<file path="config.mk">
export PLATFORM = sky130hd
export DESIGN_NAME = fraction_add_sub_reduce_top
export DESIGN_NICKNAME = d
export VERILOG_FILES = /design/src/rtl/frac_pkg.sv /design/src/rtl/frac_cell.sv /design/src/rtl/frac_div_row.sv /design/src/rtl/fraction_add_sub_reduce_top.sv
export SDC_FILE = /design/constraint.sdc
export NUM_CORES = 2
export LEC_CHECK = 0
export ABC_AREA = 1
export BUFFER_PORTS_ARGS = -buffer_cell sky130_fd_sc_hd__clkbuf_2
export CELL_PAD_IN_SITES_DETAIL_PLACEMENT = 2
export CELL_PAD_IN_SITES_GLOBAL_PLACEMENT = 2
export CORE_MARGIN = 2
export CORE_UTILIZATION = 41
export CTS_BUF_LIST = sky130_fd_sc_hd__clkbuf_2
export CTS_CLUSTER_SIZE = 30
export DETAILED_ROUTE_END_ITERATION = 16
export PLACE_DENSITY_LB_ADDON = 0.1
export RECOVER_POWER = 25
export SLEW_MARGIN = 5
export SYNTH_ARGS = -nofsm -noshare
export SYNTH_HDL_FRONTEND = slang
export SYNTH_SLANG_ARGS = --single-unit
</file>
<file path="constraint.sdc">
create_clock -name clk_i -period 15.9 [get_ports clk_i]
set_input_delay 1.59 -clock clk_i [delete_from_list [all_inputs] [get_ports clk_i]]
set_output_delay 1.59 -clock clk_i [all_outputs]
set_load 0.05 [all_outputs]
</file>
<file path="src/rtl/frac_pkg.sv">
`default_nettype none
package frac_pkg;

  localparam int OPERAND_BITS = 16;
  localparam int PROD_BITS    = 2 * OPERAND_BITS;
  localparam int SUM_BITS     = PROD_BITS + 1;
  localparam int DIV_BITS     = SUM_BITS;
  localparam int SHIFT_BITS   = $clog2(PROD_BITS + 1);
  localparam int CNT_BITS     = $clog2(DIV_BITS);
  localparam int NUM_BITS     = 33;
  localparam int DEN_BITS     = 31;

  typedef enum logic [1:0] {
    KIND_ZERO  = 2'd0,
    KIND_WHOLE = 2'd1,
    KIND_FRAC  = 2'd2,
    KIND_ERROR = 2'd3
  } kind_e;

  typedef enum logic [2:0] {
    S_IDLE,
    S_MUL,
    S_SUM,
    S_TWOS,
    S_GCD,
    S_DIV,
    S_FIN,
    S_OUT
  } state_e;

  // control shared by every cell of a divider row
  typedef struct packed {
    logic load;
    logic step;
  } row_ctrl_t;

endpackage
`default_nettype wire

</file>
<file path="src/rtl/frac_cell.sv">
`default_nettype none
module frac_cell
  import frac_pkg::*;
(
  input  wire            clk_i,
  input  wire row_ctrl_t ctrl_i,
  input  wire            load_bit_i,
  input  wire            shift_r_i,
  input  wire            shift_q_i,
  input  wire            div_bit_i,
  input  wire            borrow_i,
  input  wire            commit_i,
  output logic           r_o,
  output logic           q_o,
  output logic           borrow_o
);

  logic r_q, r_d, q_q, q_d, diff;

  // one bit of the trial subtract
  assign diff     = shift_r_i ^ div_bit_i ^ borrow_i;
  assign borrow_o = (~shift_r_i & div_bit_i) | (~(shift_r_i ^ div_bit_i) & borrow_i);

  always_comb begin
    r_d = r_q;
    q_d = q_q;
    if (ctrl_i.load) begin
      r_d = 1'b0;
      q_d = load_bit_i;
    end else if (ctrl_i.step) begin
      r_d = commit_i ? diff : shift_r_i;
      q_d = shift_q_i;
    end
  end

  always_ff @(posedge clk_i) begin
    r_q <= r_d;
    q_q <= q_d;
  end

  assign r_o = r_q;
  assign q_o = q_q;

endmodule
`default_nettype wire

</file>
<file path="src/rtl/frac_div_row.sv">
`default_nettype none
module frac_div_row
  import frac_pkg::*;
(
  input  wire                 clk_i,
  input  wire  row_ctrl_t     ctrl_i,
  input  wire  [DIV_BITS-1:0] dividend_i,
  input  wire  [DIV_BITS-1:0] divisor_i,
  output logic [DIV_BITS-1:0] quotient_o
);

  logic [DIV_BITS-1:0] r, q, b, sr, sq, bi;
  logic                commit;

  // restoring division, one quotient bit per step
  assign commit = ~b[DIV_BITS-1];

  for (genvar i = 0; i < DIV_BITS; i++) begin : g_cell
    if (i == 0) begin : g_first
      assign sr[i] = q[DIV_BITS-1];
      assign sq[i] = commit;
      assign bi[i] = 1'b0;
    end else begin : g_rest
      assign sr[i] = r[i-1];
      assign sq[i] = q[i-1];
      assign bi[i] = b[i-1];
    end
    frac_cell u_cell (
      .clk_i      (clk_i),
      .ctrl_i     (ctrl_i),
      .load_bit_i (dividend_i[i]),
      .shift_r_i  (sr[i]),
      .shift_q_i  (sq[i]),
      .div_bit_i  (divisor_i[i]),
      .borrow_i   (bi[i]),
      .commit_i   (commit),
      .r_o        (r[i]),
      .q_o        (q[i]),
      .borrow_o   (b[i])
    );
  end

  assign quotient_o = q;

endmodule
`default_nettype wire

</file>
<file path="src/rtl/fraction_add_sub_reduce_top.sv">
`default_nettype none
// Adds or subtracts two signed fractions and returns the sum in lowest terms,
// sign on the numerator. One request at a time: in_stall_o stays high from
// acceptance until the result is taken. After the products and their sum, the
// sequencer runs the binary gcd steps on the cross-multiplied magnitudes; then
// two bit-serial divider rows of 33 cells divide numerator and denominator by
// the gcd in parallel.
module fraction_add_sub_reduce_top
  import frac_pkg::*;
(
  input  wire                        clk_i,
  input  wire                        rst_ni,
  input  wire                        in_valid_i,
  output logic                       in_stall_o,
  input  wire                        operation_i,
  input  wire signed [OPERAND_BITS-1:0] left_numerator_i,
  input  wire signed [OPERAND_BITS-1:0] left_denominator_i,
  input  wire signed [OPERAND_BITS-1:0] right_numerator_i,
  input  wire signed [OPERAND_BITS-1:0] right_denominator_i,
  output logic                       out_valid_o,
  input  wire                        out_stall_i,
  output logic signed [NUM_BITS-1:0] result_numerator_o,
  output logic [DEN_BITS-1:0]        result_denominator_o,
  output logic [1:0]                 result_kind_o
);

  state_e state_q, state_d;

  logic                         sub_q;
  logic signed [OPERAND_BITS-1:0] ln_q, ld_q, rn_q, rd_q;
  logic signed [PROD_BITS-1:0]  p1_q, p2_q, p3_q;
  logic                         err_q, neg_q;
  logic [PROD_BITS-1:0]         mn_q, md_q, a_q, b_q, a_d, b_d;
  logic [SHIFT_BITS-1:0]        k_q, k_d;
  logic [CNT_BITS-1:0]          cnt_q, cnt_d;
  logic [PROD_BITS-1:0]         g_q;
  logic signed [NUM_BITS-1:0]   num_q, num_d;
  logic [DEN_BITS-1:0]          den_q, den_d;
  kind_e                        kind_q, kind_d;

  logic signed [SUM_BITS-1:0]   n_sum;
  logic [SUM_BITS-1:0]          n_abs, p3_abs;
  logic [DIV_BITS-1:0]          qn, qd;
  logic [NUM_BITS-1:0]          qn_ext;
  row_ctrl_t                    row_ctrl;

  // cross-multiplied numerator
  always_comb begin
    if (sub_q) begin
      n_sum = SUM_BITS'(p1_q) - SUM_BITS'(p2_q);
    end else begin
      n_sum = SUM_BITS'(p1_q) + SUM_BITS'(p2_q);
    end
    n_abs  = n_sum[SUM_BITS-1] ? SUM_BITS'(-n_sum) : SUM_BITS'(n_sum);
    p3_abs = p3_q[PROD_BITS-1] ? SUM_BITS'(-SUM_BITS'(p3_q)) : SUM_BITS'(p3_q);
  end

  // divider rows for numerator and denominator
  frac_div_row u_num_row (
    .clk_i      (clk_i),
    .ctrl_i     (row_ctrl),
    .dividend_i (DIV_BITS'(mn_q)),
    .divisor_i  (DIV_BITS'(g_q)),
    .quotient_o (qn)
  );

  frac_div_row u_den_row (
    .clk_i      (clk_i),
    .ctrl_i     (row_ctrl),
    .dividend_i (DIV_BITS'(md_q)),
    .divisor_i  (DIV_BITS'(g_q)),
    .quotient_o (qd)
  );

  assign qn_ext = NUM_BITS'(qn);

  // sequencer
  always_comb begin
    state_d  = state_q;
    a_d      = a_q;
    b_d      = b_q;
    k_d      = k_q;
    cnt_d    = cnt_q;
    num_d    = num_q;
    den_d    = den_q;
    kind_d   = kind_q;
    row_ctrl = '0;
    unique case (state_q)
      S_IDLE: begin
        if (in_valid_i) state_d = S_MUL;
      end
      S_MUL: state_d = S_SUM;
      S_SUM: begin
        if (err_q) begin
          num_d   = '0;
          den_d   = DEN_BITS'(1);
          kind_d  = KIND_ERROR;
          state_d = S_OUT;
        end else if (n_sum == '0) begin
          num_d   = '0;
          den_d   = DEN_BITS'(1);
          kind_d  = KIND_ZERO;
          state_d = S_OUT;
        end else begin
          a_d     = n_abs[PROD_BITS-1:0];
          b_d     = p3_abs[PROD_BITS-1:0];
          k_d     = '0;
          state_d = S_TWOS;
        end
      end
      S_TWOS: begin
        // strip common factors of two
        if (!a_q[0] && !b_q[0]) begin
          a_d = a_q >> 1;
          b_d = b_q >> 1;
          k_d = k_q + SHIFT_BITS'(1);
        end else begin
          state_d = S_GCD;
        end
      end
      S_GCD: begin
        if (a_q == '0) begin
          row_ctrl.load = 1'b1;
          cnt_d         = '0;
          state_d       = S_DIV;
        end else if (!a_q[0]) begin
          a_d = a_q >> 1;
        end else if (!b_q[0]) begin
          b_d = b_q >> 1;
        end else if (a_q >= b_q) begin
          a_d = (a_q - b_q) >> 1;
        end else begin
          b_d = (b_q - a_q) >> 1;
        end
      end
      S_DIV: begin
        row_ctrl.step = 1'b1;
        cnt_d         = cnt_q + CNT_BITS'(1);
        if (cnt_q == CNT_BITS'(DIV_BITS - 1)) state_d = S_FIN;
      end
      S_FIN: begin
        num_d   = neg_q ? -$signed(qn_ext) : $signed(qn_ext);
        den_d   = DEN_BITS'(qd);
        kind_d  = (qd == DIV_BITS'(1)) ? KIND_WHOLE : KIND_FRAC;
        state_d = S_OUT;
      end
      S_OUT: begin
        if (!out_stall_i) state_d = S_IDLE;
      end
      default: state_d = S_IDLE;
    endcase
  end

  always_ff @(posedge clk_i or negedge rst_ni) begin
    if (!rst_ni) begin
      state_q <= S_IDLE;
    end else begin
      state_q <= state_d;
    end
  end

  // datapath registers
  always_ff @(posedge clk_i) begin
    if (state_q == S_IDLE && in_valid_i) begin
      sub_q <= operation_i;
      ln_q  <= left_numerator_i;
      ld_q  <= left_denominator_i;
      rn_q  <= right_numerator_i;
      rd_q  <= right_denominator_i;
    end
    if (state_q == S_MUL) begin
      p1_q  <= PROD_BITS'(ln_q * rd_q);
      p2_q  <= PROD_BITS'(rn_q * ld_q);
      p3_q  <= PROD_BITS'(ld_q * rd_q);
      err_q <= (ld_q == '0) || (rd_q == '0);
    end
    if (state_q == S_SUM) begin
      neg_q <= n_sum[SUM_BITS-1] ^ p3_q[PROD_BITS-1];
      mn_q  <= n_abs[PROD_BITS-1:0];
      md_q  <= p3_abs[PROD_BITS-1:0];
    end
    if (state_q == S_GCD && a_q == '0) begin
      g_q <= b_q << k_q;
    end
    a_q    <= a_d;
    b_q    <= b_d;
    k_q    <= k_d;
    cnt_q  <= cnt_d;
    num_q  <= num_d;
    den_q  <= den_d;
    kind_q <= kind_d;
  end

  assign in_stall_o           = (state_q != S_IDLE);
  assign out_valid_o          = (state_q == S_OUT);
  assign result_numerator_o   = num_q;
  assign result_denominator_o = den_q;
  assign result_kind_o        = kind_q;

endmodule
`default_nettype wire
</file>
# --- Word-level counts from Yosys, hierarchy flattened ---
# Cells that the tools add are included.
totals:
  regBits: 534
  input_bits: 69
  output_inout_bits: 68
  elab_cells: 901
classes:
  add_sub_neg: 9
  multipliers: 3
  n_lt_le_gt_ge: 1
  n_eq_ne: 23
  shifts: 1
  mux: 239
  bitwise: 447
  reduce_logical: 25
ops:
  columns: ["cell", "n"]
  rows:
  - ["$mux 32", 16]
  - ["$mux 1", 195]
  - ["$pmux 32 s3", 2]
  - ["$mux 33", 4]
  - ["$not 1->1", 130]
  - ["$and 1x1->1", 128]
  - ["$xor 1x1->1", 127]
  - ["$mul 16x16->32", 3]
  - ["$pmux 33 s2", 1]
  - ["$neg 32->32", 2]
  - ["$sub 32x32->32", 2]
  - ["$mux 31", 2]
  - ["$or 1x1->1", 62]
  - ["$pmux 31 s2", 1]
  - ["$add 32x32->33", 1]
  - ["$eq 33x1->1 const B", 1]
  - ["$logic_not 33->1", 1]
  - ["$neg 33->33", 1]
  - ["$sub 32x32->33", 1]
  - ["$ge 32x32->1", 1]
  - ["$logic_not 16->1", 2]
  - ["$logic_not 32->1", 1]
  - ["$shl 32x6->32", 1]
  - ["$mux 6", 4]
  - ["24 further kinds", 59]

# --- Logic depth before layout (Yosys ltp) ---
logic_depth:
  word_depth: 68
  mapped_depth: 40
  mapped_depth_nobuf: 40

# --- Modules after synthesis ---
# Synthesis repeated with hierarchy kept, for this count alone.
unflattened:
  cells_unflattened: 8109
  hier_area_um2: 65052.4
modules_own_cells:
  columns: ["module", "n_inst", "cells_each", "area_each_um2", "seq_area_each_um2"]
  rows:
  - ["fraction_add_sub_reduce_top", 1, 6917, 56201.4, 12116.6]
  - ["frac_cell", 66, 18, 133.9, 50.0]
  - ["frac_div_row", 2, 2, 7.5, 0.0]

# --- Worst setup path after synthesis ---
# No wires, ideal clock.
synth_path:
  path_kind: "reg-to-reg"
  startpoint: "reg u_num_row.g_cell[32].u_cell.q_q"
  endpoint: "reg u_num_row.g_cell[20].u_cell.r_q"
  setup_ns: 0.229
  arrival_time_ns: 12.872
  required_time_ns: 15.671
  setup_slack_ns: 2.799
  stages_incl_launch_ff: 41
  path_buffers: 1
  synth_period_minus_slack_ns: 13.101
  path_cell_list: "dfxtp_1 -> inv_1 -> ha_1 -> inv_1 -> fa_1 -> inv_1 -> fa_1 -> fa_1 -> fa_1 -> fa_1 -> fa_1 -> fa_1 -> fa_1 -> fa_1 -> fa_1 -> fa_1 -> fa_1 -> fa_1 -> (+5 left out) -> fa_1 -> fa_1 -> fa_1 -> fa_1 -> fa_1 -> fa_1 -> fa_1 -> fa_1 -> fa_1 -> fa_1 -> fa_1 -> fa_1 -> fa_1 -> nand2_1 -> clkbuf_1 -> a21oi_1 -> o21ai_0 -> o21ai_0"
synth_between:
  elab_chain_len: 66
  word_cells_on_any_way: 67
  cone_classes: "mux: 1; bitwise: 66"
synth_lines:
  columns: ["element", "line_no", "rtl"]
  rows:
  - ["start: declaration", "frac_cell.sv:18", "logic r_q, r_d, q_q, q_d, diff;"]
  - ["start signal: assignment", "frac_cell.sv:38", "q_q <= q_d;"]
  - ["$not 1->1 (*)", "frac_cell.sv:22", "assign borrow_o = (~shift_r_i & div_bit_i) | (~(shift_r_i ^ div_bit_i) & borrow_i);"]
  - ["$and 1x1->1 (*) (2 in a row)", "frac_cell.sv:22", null]
  - ["$or 1x1->1 (*)", "frac_cell.sv:22", null]
  - ["$and 1x1->1 (*)", "frac_cell.sv:22", null]
  - ["$or 1x1->1 (*)", "frac_cell.sv:22", null]
  - ["$and 1x1->1 (*)", "frac_cell.sv:22", null]
  - ["$or 1x1->1 (*)", "frac_cell.sv:22", null]
  - ["$and 1x1->1 (*)", "frac_cell.sv:22", null]
  - ["(+49 left out)", null, null]
  - ["$and 1x1->1", "frac_cell.sv:22", null]
  - ["$or 1x1->1", "frac_cell.sv:22", null]
  - ["$and 1x1->1", "frac_cell.sv:22", null]
  - ["$or 1x1->1", "frac_cell.sv:22", null]
  - ["$and 1x1->1", "frac_cell.sv:22", null]
  - ["$or 1x1->1", "frac_cell.sv:22", null]
  - ["$and 1x1->1", "frac_cell.sv:22", null]
  - ["$mux 1 (*)", "frac_cell.sv:31", "r_d = commit_i ? diff : shift_r_i;"]
  - ["end signal: assignment", "frac_cell.sv:37", "r_q <= r_d;"]
  - ["end: declaration", "frac_cell.sv:18", null]
# Mark *: on every way between the ends. The rest lies on a longest branch, timed or not.
# A chain may end at the register's enable or synchronous reset.

# --- Final worst setup path ---
layout_path:
  startpoint: "reg u_num_row.g_cell[32].u_cell.q_q"
  endpoint: "reg u_num_row.g_cell[14].u_cell.r_q"
layout_between:
  elab_chain_len: 66
  word_cells_on_any_way: 67
  cone_classes: "mux: 1; bitwise: 66"
layout_lines:
  columns: ["element", "line_no"]
  rows:
  - ["$not 1->1 (*)", "frac_cell.sv:22"]
  - ["$and 1x1->1 (*) (2 in a row)", "frac_cell.sv:22"]
  - ["$or 1x1->1 (*)", "frac_cell.sv:22"]
  - ["$and 1x1->1 (*)", "frac_cell.sv:22"]
  - ["$or 1x1->1 (*)", "frac_cell.sv:22"]
  - ["$and 1x1->1 (*)", "frac_cell.sv:22"]
  - ["$or 1x1->1 (*)", "frac_cell.sv:22"]
  - ["$and 1x1->1 (*)", "frac_cell.sv:22"]
  - ["(+49 left out)", null]
  - ["$and 1x1->1", "frac_cell.sv:22"]
  - ["$or 1x1->1", "frac_cell.sv:22"]
  - ["$and 1x1->1", "frac_cell.sv:22"]
  - ["$or 1x1->1", "frac_cell.sv:22"]
  - ["$and 1x1->1", "frac_cell.sv:22"]
  - ["$or 1x1->1", "frac_cell.sv:22"]
  - ["$and 1x1->1", "frac_cell.sv:22"]
  - ["$mux 1 (*)", "frac_cell.sv:31"]
  - ["end signal: assignment", "frac_cell.sv:37"]
  - ["end: declaration", "frac_cell.sv:18"]
# Marked as above.

==> key figures <==
Route
  • Pre-antenna DRT Iters: 6
  • DR vias: 51,062
  • Final wirelength: 227 mm
  • Detail Route Antenna Nets: 0
  • Avg WL per Cell: 23.4 um
  • DRT iter0 DRCs: 2,206
  • DRC: 0
  • Via/cell ratio: 5.26

Setup path
  • WP data required: 17.24 ns
  • Startpoint Class: flip-flop
  • Slowest cell delay on critical path: 0.77 ns
  • Arrival time worst endpoint: 15.92 ns
  • R2R Path Start: u_num_row.g_cell[32].u_cell.q_o
  • Endpoint type of the worst setup path: flip-flop
  • Worst-case reg-to-reg path depth: 39
  • Crit-path leading delay family: adder cells
  • Critical path fanouts, max: 63
  • Slowest CP cell: nand2_2
  • FF-to-FF setup slack: 1.32 ns
  • CP bufs+invs: 3
  • Critical path's most frequent cell: fa_1
  • Setup CP Type: flip-flop to flip-flop
  • RR Endpoint: u_num_row.g_cell[14].u_cell.r_o

Min path
  • Hold crit path type: primary input to flip-flop
  • Worst min-delay path startpoint: left_numerator_i[13]
  • Hold path endpoint: ln_q[13]
  • Hold Path Stages: 1

Outcome
  • Failing checks: capacitance limit, slew limit
  • Status: complete, but fails checks

Yosys
  • Synth Area per Inst: 8.35 um2
  • Post-synthesis instance total: 7,462
  • Yosys cell types: 65
  • Post-Syn Area: 0.0623 mm2
  • Async S/R FF share, synth: 0.00562
  • YS warnings: 0
  • Register area share after synthesis: 0.246
  • Main synth FF type: edfxtp_1
  • Post-synth EDFFs: 465
  • Syn_nets: 8,734
  • Post-synthesis register bit count: 534

Global routing
  • Gr usage total: 0.297
  • Number of antenna violations at the first check in global routing: 11
  • Largest net degree at the start of global routing: 100
  • Global-route wire length before repair: 354 mm
  • Number of global-route vias before repair: 59,714
  • Grt total ovfl: 0

Floorplanning
  • DIE HEIGHT: 394 um
  • Core Region: 0.151 mm2
  • Num rows: 143
  • Die Span X: 394 um
  • Initial core utilization: 0.412
  • Full die area: 0.155 mm2
  • I/O Pins: 137

STA
  • Setup-failing EPs final: 0
  • Period utilization: 0.917
  • FMAX: 68.6 MHz
  • Worst-margin pin slew: 3.69 ns
  • Setup TNS Final: 0 ns
  • RSZ-0062 raised after global routing: false
  • Hold Fails Final Rpt: 0
  • Max Transition Viols Final: 491
  • Worst Skew: 0.173 ns
  • Post-route minimum period: 14.58 ns
  • Worst slew margin: -1.46

Place
  • Dpl hpwl: 181 mm
  • Placed cells: 9,420
  • Placer Congestion: 0.932
  • Port Buf Inserts: 136

CTS
  • H-tree depth: 4
  • Clk root buf: clkbuf_2
  • Post CTS Setup Buffer Count: 0
  • Sink Count: 534
  • CTS tree: done
  • Skew-Pair Late Insertion Delay: 1.56 ns
  • Clock-pin slew on the worst setup and hold paths: 0.10 ns
  • Total CTS buffers: 154
  • Max Root-Sink Buffers: 3

Layout
  • Area grow syn2layout: 6.73%
  • Post-layout nets: 8,820
  • Final Non-Filler Cells: 9,699
  • Share of layout cells above drive strength 1: 0.0731

Run
  • Max-cap violations: 12
[final cells by class]
type / instances / area (um2)
clock inverters: 53 / 414
repair buffers: 214 / 1200
fillers: 17198 / 84900
diodes: 9 / 22.5
well taps: 2030 / 2540
multi-input cells: 4904 / 39400
clock buffers: 215 / 1080
flip-flops and latches: 534 / 15400
inverters: 1740 / 6540
[cells in the final DEF, fill, tap and decap left out, types with 8 or more instances in the layout]
| cell type | n |
|---|---|
| nor2_2 | 17 |
| xnor2_1 | 71 |
| o31ai_1 | 16 |
| fa_1 | 851 |
| nand2_2 | 16 |
| o21ai_0 | 481 |
| a21o_1 | 11 |
| inv_1 | 1724 |
| xor2_1 | 160 |
| inv_2 | 10 |
| mux2i_1 | 14 |
| nor4_1 | 33 |
| clkinv_1 | 32 |
| o2111ai_1 | 12 |
| o21a_1 | 14 |
| nor2_1 | 363 |
| a22oi_1 | 13 |
| clkbuf_2 | 334 |
| diode_2 | 9 |
| o21bai_1 | 18 |
| o22ai_1 | 38 |
| buf_4 | 62 |
| clkbuf_1 | 31 |
| nand4_1 | 46 |
| dfxtp_1 | 66 |
| ha_1 | 352 |
| nand3_1 | 127 |
| nor3_1 | 57 |
| o211ai_1 | 28 |
| nand2_1 | 1652 |
| o32ai_1 | 8 |
| and2_1 | 8 |
| or2_2 | 58 |
| a31oi_1 | 27 |
| edfxtp_1 | 465 |
| a21oi_1 | 337 |
[Yosys cell counts, types with 46 or more instances]
library cell	count	area [um2]
nor2_1	366	1370
ha_1	352	4400
nand4_1	46	288
nand2_1	1654	6210
nand3_1	128	641
nor3_1	57	285
dfxtp_1	66	1320
xnor2_1	71	622
o21ai_0	481	2410
a21oi_1	337	1690
xor2_1	160	1400
clkbuf_1	255	957
fa_1	851	17000
edfxtp_1	465	14000
inv_1	1724	6470
or2_2	58	363
[worst max-delay path by stage]
stage,slack [ns],end,depth (start not counted),start
after floorplan,2.80,u_num_row.g_cell[20].u_cell.r_o,40,u_num_row.g_cell[32].u_cell.q_o
after global placement,2.01,u_num_row.g_cell[1].u_cell.r_o,39,u_num_row.g_cell[32].u_cell.q_o
after detailed placement,1.45,u_num_row.g_cell[8].u_cell.r_o,39,u_num_row.g_cell[32].u_cell.q_o
after CTS,1.27,u_num_row.g_cell[14].u_cell.r_o,39,u_num_row.g_cell[32].u_cell.q_o
after global routing,0.75,u_num_row.g_cell[30].u_cell.r_o,39,u_num_row.g_cell[32].u_cell.q_o
final,1.32,u_num_row.g_cell[14].u_cell.r_o,39,u_num_row.g_cell[32].u_cell.q_o
[what timing repair did]
| action | 4_1_cts | 5_1_grt |
|---|---|---|
| endpoints found under the hold margin | 4 | 0 |
| hold buffers | 2 | 0 |
| setup endpoints to repair | 0 | 0 |
| gates resized for setup | 0 | 0 |
[routing by layer]
layer | share of wire | vias to the layer above | track usage
met5 | 0.00015 | - | 0
met4 | 0.044 | 6 | 0.118
met3 | 0.033 | 441 | 0.0327
met2 | 0.52 | 1021 | 0.539
met1 | 0.41 | 26400 | 0.358
li1 | - | 23194 | -
[cells by family (layout without fill, tap and decap cells)]
kind of cell | after synthesis | after routing | share of synthesized area
compound gates | 1036 | 1036 | 0.0916
xor+xnor | 235 | 235 | 0.0335
fa+ha+maj | 1203 | 1203 | 0.344
buf+inv | 2024 | 2222 | 0.122
flops | 534 | 534 | 0.246
mux | 14 | 14 | 0.00225
other cells | 0 | 9 | 0
simple gates | 2416 | 2416 | 0.160
[state kept, by name, summed over array words and instances (netlist names), 31 cells and up]
signal	count
p1_q	32
g_q	32
u_den_row.g_cell.u_cell.r_o	32
a_q	32
p3_q	32
result_denominator_o	31
md_q	32
result_numerator_o	33
b_q	32
u_den_row.g_cell.u_cell.q_o	33
mn_q	32
p2_q	32
u_num_row.g_cell.u_cell.q_o	33
u_num_row.g_cell.u_cell.r_o	32
[through the flow]
step,util,hold slack [ns],area [um2],worst slack (ns)
floorplan,-,0.426,62300,2.80
detailed placement,0.430,0.494,65100,1.45
global route,0.439,0.0738,66500,0.748
global placement,0.430,0.472,65100,2.01
CTS,0.440,0.0290,66600,1.27
finish,0.439,0.237,66500,1.32
Power is not shown: default switching activity piles up to over one toggle a cycle in this logic, so the estimate is an artifact.
